===== src/stt_pkg.sv =====
`default_nettype none

package stt_pkg;

  // input item kinds
  localparam logic KIND_PUT  = 1'b0;
  localparam logic KIND_TICK = 1'b1;

  // memory port controls
  typedef struct packed {
    logic we;
    logic re;
  } mem_ctl_t;

  // load request for the result register
  typedef struct packed {
    logic load;
    logic refused;
    logic last;
  } res_ctl_t;

endpackage

`default_nettype wire


===== src/stt_mem.sv =====
`default_nettype none

module stt_mem #(
  parameter int DEPTH = 16,
  parameter int WIDTH = 24
) (
  input  wire logic                     clk_i,
  input  wire stt_pkg::mem_ctl_t        ctl_i,
  input  wire logic [$clog2(DEPTH)-1:0] waddr_i,
  input  wire logic [WIDTH-1:0]         wdata_i,
  input  wire logic [$clog2(DEPTH)-1:0] raddr_i,
  output logic      [WIDTH-1:0]         rdata_o
);

  logic [WIDTH-1:0] mem [DEPTH];
  logic [WIDTH-1:0] rdata_q;

  // read data only changes on a read, so a stalled sweep keeps its entry
  always_ff @(posedge clk_i) begin
    if (ctl_i.we) begin
      mem[waddr_i] <= wdata_i;
    end
    if (ctl_i.re) begin
      rdata_q <= mem[raddr_i];
    end
  end

  assign rdata_o = rdata_q;

endmodule

`default_nettype wire


===== src/stt_out.sv =====
`default_nettype none

module stt_out #(
  parameter int ID_BITS = 8
) (
  input  wire logic               clk_i,
  input  wire logic               rst_ni,
  input  wire stt_pkg::res_ctl_t  ctl_i,
  input  wire logic [ID_BITS-1:0] woken_i,
  output logic                    free_o,
  output logic                    out_valid_o,
  input  wire logic               out_ready_i,
  output logic      [ID_BITS-1:0] woken_thread_o,
  output logic                    put_refused_o,
  output logic                    last_o
);

  logic               valid_q, valid_d;
  logic [ID_BITS-1:0] woken_q;
  logic               refused_q;
  logic               last_q;

  assign free_o = !valid_q || out_ready_i;

  always_comb begin
    valid_d = valid_q;
    if (out_ready_i) begin
      valid_d = 1'b0;
    end
    if (ctl_i.load) begin
      valid_d = 1'b1;
    end
  end

  always_ff @(posedge clk_i or negedge rst_ni) begin
    if (!rst_ni) begin
      valid_q <= 1'b0;
    end else begin
      valid_q <= valid_d;
    end
  end

  always_ff @(posedge clk_i) begin
    if (ctl_i.load) begin
      woken_q   <= woken_i;
      refused_q <= ctl_i.refused;
      last_q    <= ctl_i.last;
    end
  end

  assign out_valid_o    = valid_q;
  assign woken_thread_o = woken_q;
  assign put_refused_o  = refused_q;
  assign last_o         = last_q;

endmodule

`default_nettype wire


===== src/sleep_timer_table_unit.sv =====
`default_nettype none
// sleep timer table: threads sleeping in insertion order, counted down by ticks
// input channel (in_valid_i / in_ready_o) carries one item: kind_i selects a
// put of thread_id_i for sleep_ticks_i ticks (zero acts as one) or a timer tick
// output channel (out_valid_o / out_ready_i) carries result items
// a put gives one result the cycle after it is taken: put_refused_o set when
// all CAPACITY slots are in use, last_o set
// a tick sweeps the table memory one entry per cycle while no stall holds it
// (read, decrement, write back packed); every thread whose count runs out
// gives one result in insertion order, last_o on the final one, and a tick
// that wakes nothing gives no result
// new items are taken only between sweeps and while the result register is
// free or draining
// a receiver stall holds the sweep on a woken entry until the result register
// drains; results are never dropped
// reset empties the table at once (occupancy cleared, no clearing pass) and
// clears the output valid flag; slot contents need no reset
module sleep_timer_table_unit #(
  parameter int CAPACITY  = 16,
  parameter int ID_BITS   = 8,
  parameter int TIME_BITS = 16
) (
  input  wire logic                 clk_i,
  input  wire logic                 rst_ni,
  input  wire logic                 in_valid_i,
  output logic                      in_ready_o,
  input  wire logic                 kind_i,
  input  wire logic [ID_BITS-1:0]   thread_id_i,
  input  wire logic [TIME_BITS-1:0] sleep_ticks_i,
  output logic                      out_valid_o,
  input  wire logic                 out_ready_i,
  output logic      [ID_BITS-1:0]   woken_thread_o,
  output logic                      put_refused_o,
  output logic                      last_o
);

  localparam int AW = $clog2(CAPACITY);
  localparam int OW = $clog2(CAPACITY + 1);
  localparam int EW = ID_BITS + TIME_BITS;

  localparam logic ST_IDLE  = 1'b0;
  localparam logic ST_SWEEP = 1'b1;

  logic               state_q, state_d;
  logic [OW-1:0]      occ_q, occ_d;
  logic [OW-1:0]      idx_q, idx_d;
  logic [OW-1:0]      keep_q, keep_d;
  logic               rd_valid_q, rd_valid_d;
  logic               pend_valid_q, pend_valid_d;
  logic [ID_BITS-1:0] pend_thread_q, pend_thread_d;

  stt_pkg::mem_ctl_t  mem_ctl;
  logic [AW-1:0]      waddr;
  logic [EW-1:0]      wdata;
  logic [EW-1:0]      rdata;
  logic [ID_BITS-1:0] rd_thread;
  logic [TIME_BITS-1:0] rd_rem;

  stt_pkg::res_ctl_t  res_ctl;
  logic [ID_BITS-1:0] res_woken;
  logic               out_free;

  logic in_acc;
  logic woken;
  logic stall;

  assign rd_thread = rdata[EW-1:TIME_BITS];
  assign rd_rem    = rdata[TIME_BITS-1:0];

  assign in_ready_o = (state_q == ST_IDLE) && out_free;
  assign in_acc     = in_valid_i && in_ready_o;
  assign woken      = rd_valid_q && (rd_rem <= TIME_BITS'(1));
  // a second woken entry needs the pending one pushed out first
  assign stall      = woken && pend_valid_q && !out_free;

  always_comb begin
    state_d       = state_q;
    occ_d         = occ_q;
    idx_d         = idx_q;
    keep_d        = keep_q;
    rd_valid_d    = rd_valid_q;
    pend_valid_d  = pend_valid_q;
    pend_thread_d = pend_thread_q;
    mem_ctl       = '0;
    waddr         = keep_q[AW-1:0];
    wdata         = {rd_thread, rd_rem - TIME_BITS'(1)};
    res_ctl       = '0;
    res_woken     = pend_thread_q;

    case (state_q)
      ST_IDLE: begin
        if (in_acc) begin
          if (kind_i == stt_pkg::KIND_PUT) begin
            res_woken    = '0;
            res_ctl.load = 1'b1;
            res_ctl.last = 1'b1;
            if (occ_q == OW'(CAPACITY)) begin
              res_ctl.refused = 1'b1;
            end else begin
              mem_ctl.we = 1'b1;
              waddr      = occ_q[AW-1:0];
              wdata      = {thread_id_i,
                            (sleep_ticks_i == '0) ? TIME_BITS'(1) : sleep_ticks_i};
              occ_d      = occ_q + OW'(1);
            end
          end else begin
            idx_d        = '0;
            keep_d       = '0;
            rd_valid_d   = 1'b0;
            pend_valid_d = 1'b0;
            state_d      = ST_SWEEP;
          end
        end
      end
      ST_SWEEP: begin
        if (!stall) begin
          if (rd_valid_q) begin
            if (woken) begin
              if (pend_valid_q) begin
                res_ctl.load = 1'b1;
              end
              pend_valid_d  = 1'b1;
              pend_thread_d = rd_thread;
            end else begin
              // survivors pack down toward slot zero
              mem_ctl.we = 1'b1;
              keep_d     = keep_q + OW'(1);
            end
          end
          if (idx_q < occ_q) begin
            mem_ctl.re = 1'b1;
            idx_d      = idx_q + OW'(1);
            rd_valid_d = 1'b1;
          end else begin
            rd_valid_d = 1'b0;
          end
          if (!rd_valid_q && (idx_q == occ_q)) begin
            if (!pend_valid_q) begin
              occ_d   = keep_q;
              state_d = ST_IDLE;
            end else if (out_free) begin
              res_ctl.load = 1'b1;
              res_ctl.last = 1'b1;
              pend_valid_d = 1'b0;
              occ_d        = keep_q;
              state_d      = ST_IDLE;
            end
          end
        end
      end
      default: begin
        state_d = ST_IDLE;
      end
    endcase
  end

  always_ff @(posedge clk_i or negedge rst_ni) begin
    if (!rst_ni) begin
      state_q      <= ST_IDLE;
      occ_q        <= '0;
      idx_q        <= '0;
      keep_q       <= '0;
      rd_valid_q   <= 1'b0;
      pend_valid_q <= 1'b0;
    end else begin
      state_q      <= state_d;
      occ_q        <= occ_d;
      idx_q        <= idx_d;
      keep_q       <= keep_d;
      rd_valid_q   <= rd_valid_d;
      pend_valid_q <= pend_valid_d;
    end
  end

  always_ff @(posedge clk_i) begin
    pend_thread_q <= pend_thread_d;
  end

  stt_mem #(
    .DEPTH (CAPACITY),
    .WIDTH (EW)
  ) u_mem (
    .clk_i   (clk_i),
    .ctl_i   (mem_ctl),
    .waddr_i (waddr),
    .wdata_i (wdata),
    .raddr_i (idx_q[AW-1:0]),
    .rdata_o (rdata)
  );

  stt_out #(
    .ID_BITS (ID_BITS)
  ) u_out (
    .clk_i          (clk_i),
    .rst_ni         (rst_ni),
    .ctl_i          (res_ctl),
    .woken_i        (res_woken),
    .free_o         (out_free),
    .out_valid_o    (out_valid_o),
    .out_ready_i    (out_ready_i),
    .woken_thread_o (woken_thread_o),
    .put_refused_o  (put_refused_o),
    .last_o         (last_o)
  );

  a_occ_bound: assert property (@(posedge clk_i) disable iff (!rst_ni)
    occ_q <= OW'(CAPACITY))
    else $error("occupancy above capacity");

  a_keep_behind: assert property (@(posedge clk_i) disable iff (!rst_ni)
    (state_q == ST_SWEEP) |-> (keep_q <= idx_q && idx_q <= occ_q))
    else $error("sweep write index passed read index");

  a_refuse_full: assert property (@(posedge clk_i) disable iff (!rst_ni)
    (in_acc && kind_i == stt_pkg::KIND_PUT && occ_q == OW'(CAPACITY))
      |=> (out_valid_o && put_refused_o && last_o))
    else $error("put into full table not refused");

  a_load_free: assert property (@(posedge clk_i) disable iff (!rst_ni)
    res_ctl.load |-> out_free)
    else $error("result register overwritten");

endmodule

`default_nettype wire


===== config.mk =====
export PLATFORM = sky130hd
export DESIGN_NAME = sleep_timer_table_unit
export DESIGN_NICKNAME = d
export VERILOG_FILES = /design/src/stt_pkg.sv /design/src/stt_mem.sv /design/src/stt_out.sv /design/src/sleep_timer_table_unit.sv
export SDC_FILE = /design/constraint.sdc
export NUM_CORES = 1
export LEC_CHECK = 0
export BUFFER_PORTS_ARGS = -buffer_cell sky130_fd_sc_hd__buf_2
export CORE_UTILIZATION = 58
export CTS_BUF_LIST = sky130_fd_sc_hd__clkbuf_2
export DETAILED_ROUTE_END_ITERATION = 10
export PLACE_DENSITY = 0.78
export SLEW_MARGIN = 15
export SYNTH_ARGS = -nofsm -noshare
export SYNTH_HDL_FRONTEND = slang
export SYNTH_SLANG_ARGS = --single-unit

===== constraint.sdc =====
create_clock -name clk_i -period 3.1 [get_ports clk_i]
set_clock_uncertainty 0.1 [all_clocks]
set_input_delay 0.31 -clock clk_i [delete_from_list [all_inputs] [get_ports clk_i]]
set_output_delay 0.31 -clock clk_i [all_outputs]
set_load 0.005 [all_outputs]

==> summary.txt <==
Synth
  • Most frequent cell after synthesis: edfxtp_1
  • Async SR Flop Fraction: 4.27%
  • Register area share after synthesis: 74.9%
  • Post-synth top area cell: edfxtp_1
  • Post-synth top area share: 72.2%
  • Yosys reg bits: 445
  • Average size of a mapped cell: 20.8 sq um
  • Ys flop type: edfxtp_1
  • Post-synth EDFFs: 426
  • Cell area after synthesis: 17,700 sq um
  • Synth warnings: 0
  • Cells taking the most area after synthesis: edfxtp_1 (72%), mux4_2 (15%), dfrtp_1 (2.7%), nand2_1 (0.78%), ha_1 (0.78%)
  • Cell variety after synth: 54
  • Commonest cells in the netlist: edfxtp_1 (426), mux4_2 (120), nand2_1 (37), nor2_1 (33), clkbuf_1 (25)
  • Cell count after synthesis: 854
  • Mapped Nets: 894

Timing
  • Final hold slack: 0.102 ns
  • Slew Limit Fails: 0
  • Hold Vio Cnt, Final: 0
  • Slew headroom: 35.0%
  • Setup-failing EPs final: 0
  • Peak Freq: 324 MHz
  • Worst Max-Slew Pin Slew: 0.971 ns
  • Tcrit/Tclk final: 99.5%
  • Minimum clock period: 3.08 ns

Clock tree
  • Clock Sinks: 445
  • Reg clk slew, reported paths: 0.13 ns
  • Clk Latency, worst-skew pair: 1.02 ns
  • H-tree Lvls: 3
  • CTS tree: yes
  • Root Driver: clkbuf_2
  • Maximum clock insertion buffer count: 3
  • CTS buffer count: 103

Final layout
  • Final core utilization: 68.9%
  • Fillers: 1,744
  • Synth-to-Final Area Change: 16.2%
  • Fin nets: 1,112
  • Layout cells sized above 1: 38.8%

Place
  • Post-DP HPWL: 19,400 um
  • Global placer's final weighted congestion: 0.817
  • PortBufs: 40

Worst setup path
  • Crit end category: flip-flop
  • Type of origin of the critical path: flip-flop
  • Crit-path max FO: 12
  • Setup CP Type: flip-flop to flip-flop
  • Reg-to-Reg Start: occ_q[0]$_DFFE_PN0P_
  • Crit path arrival time: 3.55 ns
  • Worst Setup SP: occ_q[0]$_DFFE_PN0P_
  • WP data required: 3.56 ns

Die
  • Number of core rows: 63
  • Io pins: 41
  • Starting Density: 59.3%
  • Core area: 29,900 sq um
  • Die height: 177 um
  • Die W: 177 um
  • Die area: 31,300 sq um

Detailed routing
  • Drt first pass iters: 7
  • Residual DRC: 0
  • Routed WL: 42,500 um
  • Routed len/inst: 27.4 um
  • 1st-iter DRT viols: 1,445
  • Antenna Nets Post-Route: 0
  • Vias/cell: 6.34
  • Vias: 9,849

Global route
  • Overflow after GRT: 0
  • Initial antenna violation count: 2
  • Largest net degree at the start of global routing: 100
  • Tot GR Track Use: 25.6%
  • First-pass GRT wire length: 56,800 um
  • Vias in the first global route: 9,573

Hold path
  • HP Class: primary input to flip-flop
  • Hold_sp: kind_i

Flow run
  • Maxcap violations: 0

Run status
  • Status: finished, final reports clean

Power
  • Peak supply drop: 615 uV
  • Leakage: 6.82 nW
  • Pwr Density: 943 nW/um^2
[layout by cell type (no fill, tap or decap), drive strengths merged, types with 2 or more instances in the layout]
cell type	n
o32a	2
nor2	50
a21oi	8
ha	11
bufinv	2
a211oi	3
a32oi	6
nor2b	9
nand2	37
nor4	7
nand3	11
clkbuf	149
mux2i	10
xor2	8
or2	2
nand4b	2
o21ai	24
and2	5
inv	20
edfxtp	426
or4	2
mux4	120
nor3	9
or3	2
dfrtp	19
and4	2
a31o	2
a31oi	4
diode	4
clkinvlp	2
nor3b	2
xnor2	6
mux2	8
dlygate4sd3	30
buf	109
clkinv	37
[per-stage QoR]
stage                     total power, mW  cell area, sq um  std cells  worst slack (ns)  setup TNS, ns
after floorplan                      13.2             17700        854            -0.146         -13.06
after global placement               15.1             18700       1288           -0.0570          -8.84
after detailed placement             15.3             18700       1288            -0.139         -35.17
after CTS                            19.0             20000       1515            -0.220         -42.44
after global routing                 20.2             20600       1553           -0.0398         -0.315
final                                19.4             20600       1554            0.0164              0
[state kept, by name, summed over array words and instances, names as in the netlist]
signal	flops
u_mem.mem	384
u_mem.rdata_o	24
pend_thread_q	8
u_out.woken_thread_o	8
idx_q	5
keep_q	5
occ_q	5
pend_valid_q	1
rd_valid_q	1
state_q	1
u_out.last_o	1
u_out.out_valid_o	1
u_out.put_refused_o	1
[worst max-delay path: stages, from the launching register on]
cell and delay, ns:
dfrtp_1 0.39, inv_1 0.09, ha_1 0.16, nor4bb_2 0.48
nor4_4 0.15, o31a_1 0.56, nor2_4 0.73
[worst paths after layout]
kind	to	slack, ns	depth (start not counted)
hold / removal	u_mem.mem[13][23]$_DFFE_PP_	0.10	4
setup reg to reg	u_mem.mem[15][11]$_DFFE_PP_	0.02	6
setup / recovery	u_mem.mem[15][11]$_DFFE_PP_	0.02	6
max in group asynchronous	idx_q[0]$_DFFE_PN0P_	1.74	3
hold reg to reg	pend_thread_q[5]$_DFFE_PP_	0.36	0
min in group asynchronous	keep_q[3]$_DFFE_PN0P_	0.44	3
[metal layers]
layer / up-vias / wire length (um) / track usage, %
met1: 5019 / 15500 / 33.3
met2: 669 / 21300 / 42.2
met5: - / 0 / 0
met3: 98 / 4410 / 6.14
li1: 4063 / - / -
met4: 0 / 1390 / 10.1
[cells by family after synthesis]
kind of cell    Yosys count  synth area share, %
compound gates           56                 2.01
xor+xnor                 14                0.692
fa+ha+maj                11                0.777
buf+inv                  59                 1.52
flops                   445                 74.9
mux                     138                 16.3
simple gates            131                 3.81
[power by group]
part           switching [mW]  leakage (nW)  total, mW  internal, mW
logic                    3.81          1.99       6.47          2.66
clock network            2.32         0.732       3.80          1.48
registers               0.458          4.10       9.15          8.70
[layout make-up]
| cell class | instances | area (sq um) | share of cell area, % |
|---|---|---|---|
| antenna | 4 | 10.0 | 0.0486 |
| clock buffer | 149 | 746 | 3.62 |
| clock inverter | 44 | 233 | 1.13 |
| inverter | 17 | 63.8 | 0.310 |
| multi-input combinational | 366 | 4510 | 21.9 |
| sequential | 445 | 13300 | 64.5 |
| tap | 390 | 488 | 2.37 |
| timing repair buffer | 139 | 1270 | 6.16 |
[what timing repair did]
action	in CTS	in global routing
gates resized for setup	1	17
hold buffers	30	0
endpoints found under the hold margin	432	0
endpoints found under the setup margin	384	557
cloned	4	12
pin swaps	6	20
buffers inserted	0	23
(Power assumes the default switching activity.)
